File: src/rtl/ihft_pkg.sv
`timescale 1ns / 1ps

package ihft_pkg;

    localparam int NUM_BUTTONS    = 32;
    localparam int NUM_AXES       = 8;
    localparam int NUM_PADS       = 2;
    localparam int NUM_DIRECTIONS = 4;
    localparam int COUNT_WIDTH    = 16;

    localparam int OP_W     = 4;
    localparam int ID_W     = 5;
    localparam int PAD_W    = 1;
    localparam int LEVEL_W  = 16;

    localparam int DIR_BASE  = NUM_BUTTONS;
    localparam int AXIS_BASE = NUM_BUTTONS + NUM_PADS * NUM_DIRECTIONS;
    localparam int NUM_CELLS = AXIS_BASE + NUM_AXES;
    localparam int STEP_W    = $clog2(NUM_CELLS + 1);

    typedef logic signed [COUNT_WIDTH-1:0] t_count;
    typedef logic signed [LEVEL_W-1:0]     t_level;

    localparam t_count CNT_ONE     = t_count'(1);
    localparam t_count CNT_NEG_ONE = t_count'(-1);
    localparam t_count CNT_MAX     = t_count'((64'd1 << (COUNT_WIDTH - 1)) - 64'd1);
    localparam t_count CNT_MIN     = t_count'(-((64'sd1 <<< (COUNT_WIDTH - 1)) - 64'sd1));

    localparam logic [OP_W-1:0] OP_BTN_PRESS   = 4'd0;
    localparam logic [OP_W-1:0] OP_BTN_RELEASE = 4'd1;
    localparam logic [OP_W-1:0] OP_DIR_PRESS   = 4'd2;
    localparam logic [OP_W-1:0] OP_DIR_RELEASE = 4'd3;
    localparam logic [OP_W-1:0] OP_AXIS_SAMPLE = 4'd4;
    localparam logic [OP_W-1:0] OP_FRAME_TICK  = 4'd5;
    localparam logic [OP_W-1:0] OP_READ_BTN    = 4'd6;
    localparam logic [OP_W-1:0] OP_READ_DIR    = 4'd7;
    localparam logic [OP_W-1:0] OP_READ_AXIS   = 4'd8;

    typedef struct packed {
        logic   go;
        logic   set_pos;
        logic   set_neg;
        logic   sample;
        logic   tick;
        logic   above;
        logic   below;
        t_level level;
    } t_cmd;

    typedef struct packed {
        t_count count;
        t_level level;
        logic   evt_dn;
        logic   evt_up;
    } t_link;

endpackage

File: src/rtl/ihft_cell.sv
`timescale 1ns / 1ps

module ihft_cell (
    input  logic           i_clk,
    input  logic           i_rst_n,
    input  ihft_pkg::t_cmd  i_cmd,
    input  logic           i_hit,
    input  logic           i_sel_cnt,
    input  logic           i_sel_lvl,
    input  ihft_pkg::t_link i_link,
    output ihft_pkg::t_link o_link
);

    ihft_pkg::t_count r_count;
    ihft_pkg::t_count n_count;
    ihft_pkg::t_level r_level;
    ihft_pkg::t_level n_level;
    logic             r_dn;
    logic             n_dn;
    logic             r_up;
    logic             n_up;
    ihft_pkg::t_link  r_link;
    ihft_pkg::t_link  n_link;

    always_comb begin
        n_count = r_count;
        n_level = r_level;
        n_dn    = r_dn;
        n_up    = r_up;
        if (i_cmd.go) begin
            n_dn = 1'b0;
            n_up = 1'b0;
            if (i_cmd.tick) begin
                if (r_count > 0 && r_count != ihft_pkg::CNT_MAX) begin
                    n_count = r_count + ihft_pkg::CNT_ONE;
                end else if (r_count < 0 && r_count != ihft_pkg::CNT_MIN) begin
                    n_count = r_count - ihft_pkg::CNT_ONE;
                end
            end else if (i_hit) begin
                if (i_cmd.set_pos) begin
                    n_count = ihft_pkg::CNT_ONE;
                end else if (i_cmd.set_neg) begin
                    n_count = ihft_pkg::CNT_NEG_ONE;
                end else if (i_cmd.sample) begin
                    n_level = i_cmd.level;
                    if (i_cmd.above && r_count <= 0) begin
                        n_count = ihft_pkg::CNT_ONE;
                        n_dn    = 1'b1;
                    end else if (i_cmd.below && r_count > 0) begin
                        n_count = ihft_pkg::CNT_NEG_ONE;
                        n_up    = 1'b1;
                    end
                end
            end
        end
    end

    // pass the neighbor's value on unless this cell is the one addressed
    always_comb begin
        n_link = i_link;
        if (i_sel_cnt) begin
            n_link.count = r_count;
        end
        if (i_sel_lvl) begin
            n_link.level  = r_level;
            n_link.evt_dn = r_dn;
            n_link.evt_up = r_up;
        end
    end

    always_ff @(posedge i_clk) begin
        if (!i_rst_n) begin
            r_count <= '0;
            r_level <= '0;
            r_dn    <= 1'b0;
            r_up    <= 1'b0;
        end else begin
            r_count <= n_count;
            r_level <= n_level;
            r_dn    <= n_dn;
            r_up    <= n_up;
        end
    end

    always_ff @(posedge i_clk) begin
        r_link <= n_link;
    end

    assign o_link = r_link;

endmodule

File: config.mk
export PLATFORM = sky130hd
export DESIGN_NAME = ihft_cell
export DESIGN_NICKNAME = d
export VERILOG_FILES = /design/src/rtl/ihft_pkg.sv /design/src/rtl/ihft_cell.sv
export SDC_FILE = /design/constraint.sdc
export NUM_CORES = 1
export LEC_CHECK = 0
export BUFFER_PORTS_ARGS = -buffer_cell sky130_fd_sc_hd__buf_2
export CAP_MARGIN = 10
export CORE_ASPECT_RATIO = 1.5
export CORE_MARGIN = 1
export CORE_UTILIZATION = 40
export DETAILED_ROUTE_END_ITERATION = 12
export HOLD_SLACK_MARGIN = 0.08
export PLACE_DENSITY = 0.69
export SYNTH_ARGS = -nofsm -noshare
export SYNTH_HDL_FRONTEND = slang
export SYNTH_SLANG_ARGS = --single-unit
File: constraint.sdc
create_clock -name i_clk -period 3.6 [get_ports i_clk]
set_input_delay 0.9 -clock i_clk [delete_from_list [all_inputs] [get_ports i_clk]]
set_output_delay 0.9 -clock i_clk [all_outputs]
set_load 0.01 [all_outputs]
Word-level counts from Yosys, hierarchy flattened
Cells that the tools add are included.
{ "totals": {"register_bits": 68, "inputBits": 62, "out_inout_bits": 34, "wordCells": 52} }
{ "classes": {"addsub": 2, "order_cmp": 3, "n_eq_ne": 3, "muxes": 24, "n_bitwise": 3, "n_reduce_logical": 9} }
{ "ops": {"columns": ["operator", "count"], "rows": [
  ["2-to-1 mux 16 bit", 10],
  ["inequality test 16 bit (second input constant)", 2],
  ["2-to-1 mux 18 bit", 1],
  ["adder 16 x 2 -> 16 bit (second input constant)", 1],
  ["greater-than comparator 16 x 1 -> 1 bit (second input constant)", 1],
  ["less-or-equal comparator 16 x 1 -> 1 bit (second input constant)", 1],
  ["less-than comparator 16 x 1 -> 1 bit (second input constant)", 1],
  ["subtractor 16 x 2 -> 16 bit (second input constant)", 1],
  ["2-to-1 mux 1 bit", 13],
  ["AND reduction 6 bit", 1],
  ["AND reduction 5 bit", 1],
  ["nonzero test 5 bit", 1],
  ["logical AND 1 bit", 4],
  ["nonzero test 4 bit", 1],
  ["inequality test 3 x 1 -> 1 bit (second input constant)", 1],
  ["inverter 1 bit", 3],
  ["nonzero test 2 bit", 1]
]} }

Longest topological paths before layout
{ "depth": {"ltp_word": 9, "mapped_depth": 13, "depth_no_buf": 12} }

Least setup slack after synthesis
No wires, ideal clock.
{ "synth_path": {"path_kind": "flip-flop to flip-flop", "from": "reg r_count[6]", "to": "reg r_count[8]", "setup_ns": 0.091, "arrival_ns": 3.205, "required_ns": 3.509, "setup_slack_ns": 0.304, "path_stages_with_launch": 12, "path_buffers": 0, "period_less_slack_ns": 3.296, "path_cell_list": "dfxtp_1 nor4_1 nand4_2 and2_2 nand2_1 ha_1 o21ai_0 a21o_1 a21oi_1 a221oi_1 mux2_2 a311oi_1"} }
{ "synth_via": {"elab_chain_len": 8, "word_cells_on_any_way": 22, "cone_classes": "add/sub (2); order compare (3); eq/ne (3); mux (8); reduce/logical (6)"} }
{ "synth_lines": {"columns": ["element", "line_no", "rtl"], "rows": [
  ["start, declared", "ihft_cell.sv:14", "ihft_pkg::t_count r_count;"],
  ["start signal, assigned", "ihft_cell.sv:78", "r_count <= n_count;"],
  ["less-or-equal comparator 16 x 1 -> 1 bit", "ihft_cell.sv:46", "if (i_cmd.above && r_count <= 0) begin"],
  ["logical AND 1 bit", "ihft_cell.sv:46", null],
  ["2-to-1 mux 16 bit", "ihft_cell.sv:46", null],
  ["2-to-1 mux 16 bit", "ihft_cell.sv:44", "end else if (i_cmd.sample) begin"],
  ["2-to-1 mux 16 bit", "ihft_cell.sv:42", "end else if (i_cmd.set_neg) begin"],
  ["2-to-1 mux 16 bit", "ihft_cell.sv:40", "if (i_cmd.set_pos) begin"],
  ["2-to-1 mux 16 bit", "ihft_cell.sv:39", "end else if (i_hit) begin"],
  ["2-to-1 mux 16 bit", "ihft_cell.sv:33", "if (i_cmd.tick) begin"]
]} }
Parallel ways exist; a longest one is shown, timed or not. The select of a mux whose other input is x is not followed.
A chain may end at the register's enable or synchronous reset.

Worst setup path after layout
{ "layout_path": {"from": "reg r_count[14]", "to": "reg r_count[15]"} }
Same word-level chain as after synthesis.

==> flow_metrics.tcl <==
set metrics [dict create \
    tns_ns 0 \
    worst-path-max-fanout 11 \
    initial_core_util 0.418 \
    pwr-share-comb 0.254 \
    fin_worst_skew_ns 0.00555 \
    antenna_found_initial 0 \
    yosysSeqAreaShare 0.383 \
    slew_violations 0 \
    synth_cell_types 61 \
    yosysWarnings 0 \
    clk-insertion-delay-late_ns 0.33 \
    area_growth_pct 24.5 \
    die_w_um 79.0 \
    syn_area_per_cell_um2 9.39 \
    vias 3332 \
    maxCapViolations 0 \
    first_iter_violations 208 \
    p_per_area_mw_per_mm2 523 \
    clockPowerShare 0.378 \
    hold_viol_final 0 \
    cts_tree "yes" \
    vias_per_cell 5.70 \
    worst_pin_slew_ns 1.19 \
    route.detailed.drc 0 \
    p_int_uw 1630 \
    cts_buffers 9 \
    dieArea_mm2 0.00928 \
    fin_ws_ns 0.264 \
    critPathLaunchType "flop" \
    postCtsHoldBufs 0 \
    setup_viol 0 \
    avgRoutedWirePerCell_um 17.3 \
    arrival_ns 3.58 \
    core_area_mm2 0.00852 \
    synthFlopType "dfxtp_1" \
    path_clk_slew_ns 0.06 \
    htreeDepth 3 \
    clock_path_buffers 2 \
    timing.final.crit_share 0.927 \
    grt_overflow_total 0 \
    r2r_end "r_count[15]" \
    boundaryPins 96 \
    wl_um 10100 \
    drive_above_1_share 0.356 \
    period_needed_ns 3.34 \
    hpwlAfterDp_um 7520 \
    hold_depth 2 \
    p_leak_uw 0.00190 \
    synth_seq_cells 68 \
    whs_ns 0.450 \
    path_class "flop to flop" \
    die_y_um 118 \
    gp_congestion 0.921 \
    hold_class "flop to flop" \
    grt_max_degree 33 \
    timing.rr.start "r_count[14]" \
    grt_first_pass_wirelength_um 16400 \
    peakVddDrop_mv 0.366 \
    switching_share 0.296 \
    dp_slack_ns 0.246 \
    rsz0062_at_grt "no" \
    power_frac_seq 0.368 \
    rows 41 \
    status "finished clean" \
    async_reset_ff_frac 0 \
    power.switching_uw 685 \
    syn_area_mm2 0.00356 \
    cts_root_buf "clkbuf_16" \
    fmax_mhz 300 \
    synth_edf_count 0 \
    grt_usage 0.230 \
    syn_inst 379 \
    holdPathEnd "r_level[15]" \
    fin_total_pwr_uw 2320 \
    max_slew_margin 0.202 \
    reg2regPathDepth 11 \
    diodes 0 \
    worstHoldStart "r_level[15]" \
    r2r_slack_ns 0.26 \
    antenna_left 0 \
    required_ns 3.84 \
    syn-num-nets 458 \
    grt_pass1_vias 3468 \
    final_nets 552 \
    io_buffers 95 \
    end_kind "flop" \
    numClockSinks 68 \
    post-place-cells 569 \
    instances_no_fill 585 \
    dr.pass1.iters 4 \
]
worst max-delay path by stage:
stage           startpoint  slack [ns]     endpoint
2_1_floorplan   r_count[6]        0.30   r_count[8]
3_3_place_gp    r_count[0]        0.28  r_count[10]
3_5_place_dp    r_count[0]        0.25  r_count[10]
4_1_cts         r_count[0]        0.22  r_count[10]
5_1_grt         r_count[1]        0.05  r_count[10]
6_report       r_count[14]        0.26  r_count[15]
synthesized netlist by cell type, types with 4 or more instances:
cell type	instances	area, um^2
nand2b_1	7	43.8
a211oi_1	8	60.1
o21a_1	4	30.0
o21ai_0	8	40.0
a21o_1	5	37.5
nor2_1	13	48.8
ha_1	16	200
nand4_1	7	43.8
clkbuf_1	12	45.0
a311oi_1	8	70.1
inv_1	9	33.8
xnor2_1	4	35.0
a21oi_1	44	220
nand2_1	47	176
dfxtp_1	68	1360
nor3_1	7	35.0
mux2_2	35	394
nand3_1	16	80.1
cells by family after synthesis:
group | count (synthesis) | share of synthesized area
and+or+nand+nor | 121 | 0.188
adders and majority gates | 17 | 0.0619
xor gates and xnor gates | 4 | 0.00984
DFF | 68 | 0.383
AOI/OAI and AO/OA | 105 | 0.202
muxes | 38 | 0.121
buffers and inverters | 26 | 0.0355
layer usage:
layer	global-route usage	wire length, um	up-vias
met4	0.139	420	0
met5	0	0	-
met3	0.0543	570	30
li1	-	-	1612
met1	0.250	3950	1566
met2	0.393	5200	124
flip-flops by register name (all words and copies together) (netlist names):
| name | cells |
|---|---|
| r_count | 16 |
| r_level | 16 |
| o_link | 34 |
| r_up | 1 |
| r_dn | 1 |
repair_timing:
item,4_1_cts,5_1_grt
gates resized for setup,0,5
buffers inserted,0,0
endpoints found under the setup margin,0,4
worst max-delay path, cell delays in order, from the launching register on:
cell and delay, ns:
dfxtp_1 0.47, nand4_1 0.14, or4_4 0.56, nand2_1 0.24, buf_4 0.24, ha_1 0.24
and2_1 0.24, a41oi_1 0.17, buf_4 0.19, a2111oi_1 0.44, nor4_2 0.10, a211oi_2 0.21
power groups by stage:
stage               clock network (uW)  registers, uW  logic [uW]
global placement                     0            864         569
detailed placement                   0            866         573
global route                       928            859         650
floorplan                            0            869         394
finish                             875            853         589
CTS                                898            851         578
cell usage in the layout (no fill, tap or decap), drive strengths merged, types with 5 or more instances in the layout:
master,instances
clkbuf,12
a211oi,9
a311oi,8
nor4,6
inv,9
o21a,5
buf,100
nor3,8
o21ai,10
ha,16
nand4,8
nand3,17
nand2b,7
nor2,14
mux2,36
dfxtp,68
a21o,5
nand2,47
a21oi,45
cell type report:
type / instances / area (um^2)
clock buffer: 12 / 256
clock inverter: 4 / 47.5
fill: 811 / 4090
inverter: 9 / 33.8
multi-input combinational: 285 / 2080
sequential: 68 / 1360
tap: 107 / 134
timing repair buffer: 100 / 513
per-stage QoR:
| stage | instance area [um^2] | utilization |
|---|---|---|
| global route | 4430 | 0.520 |
| finish | 4430 | 0.520 |
| floorplan | 3560 | - |
| CTS | 4420 | 0.519 |
| global placement | 4110 | 0.483 |
| detailed placement | 4110 | 0.483 |
(Power assumes the default switching activity.)
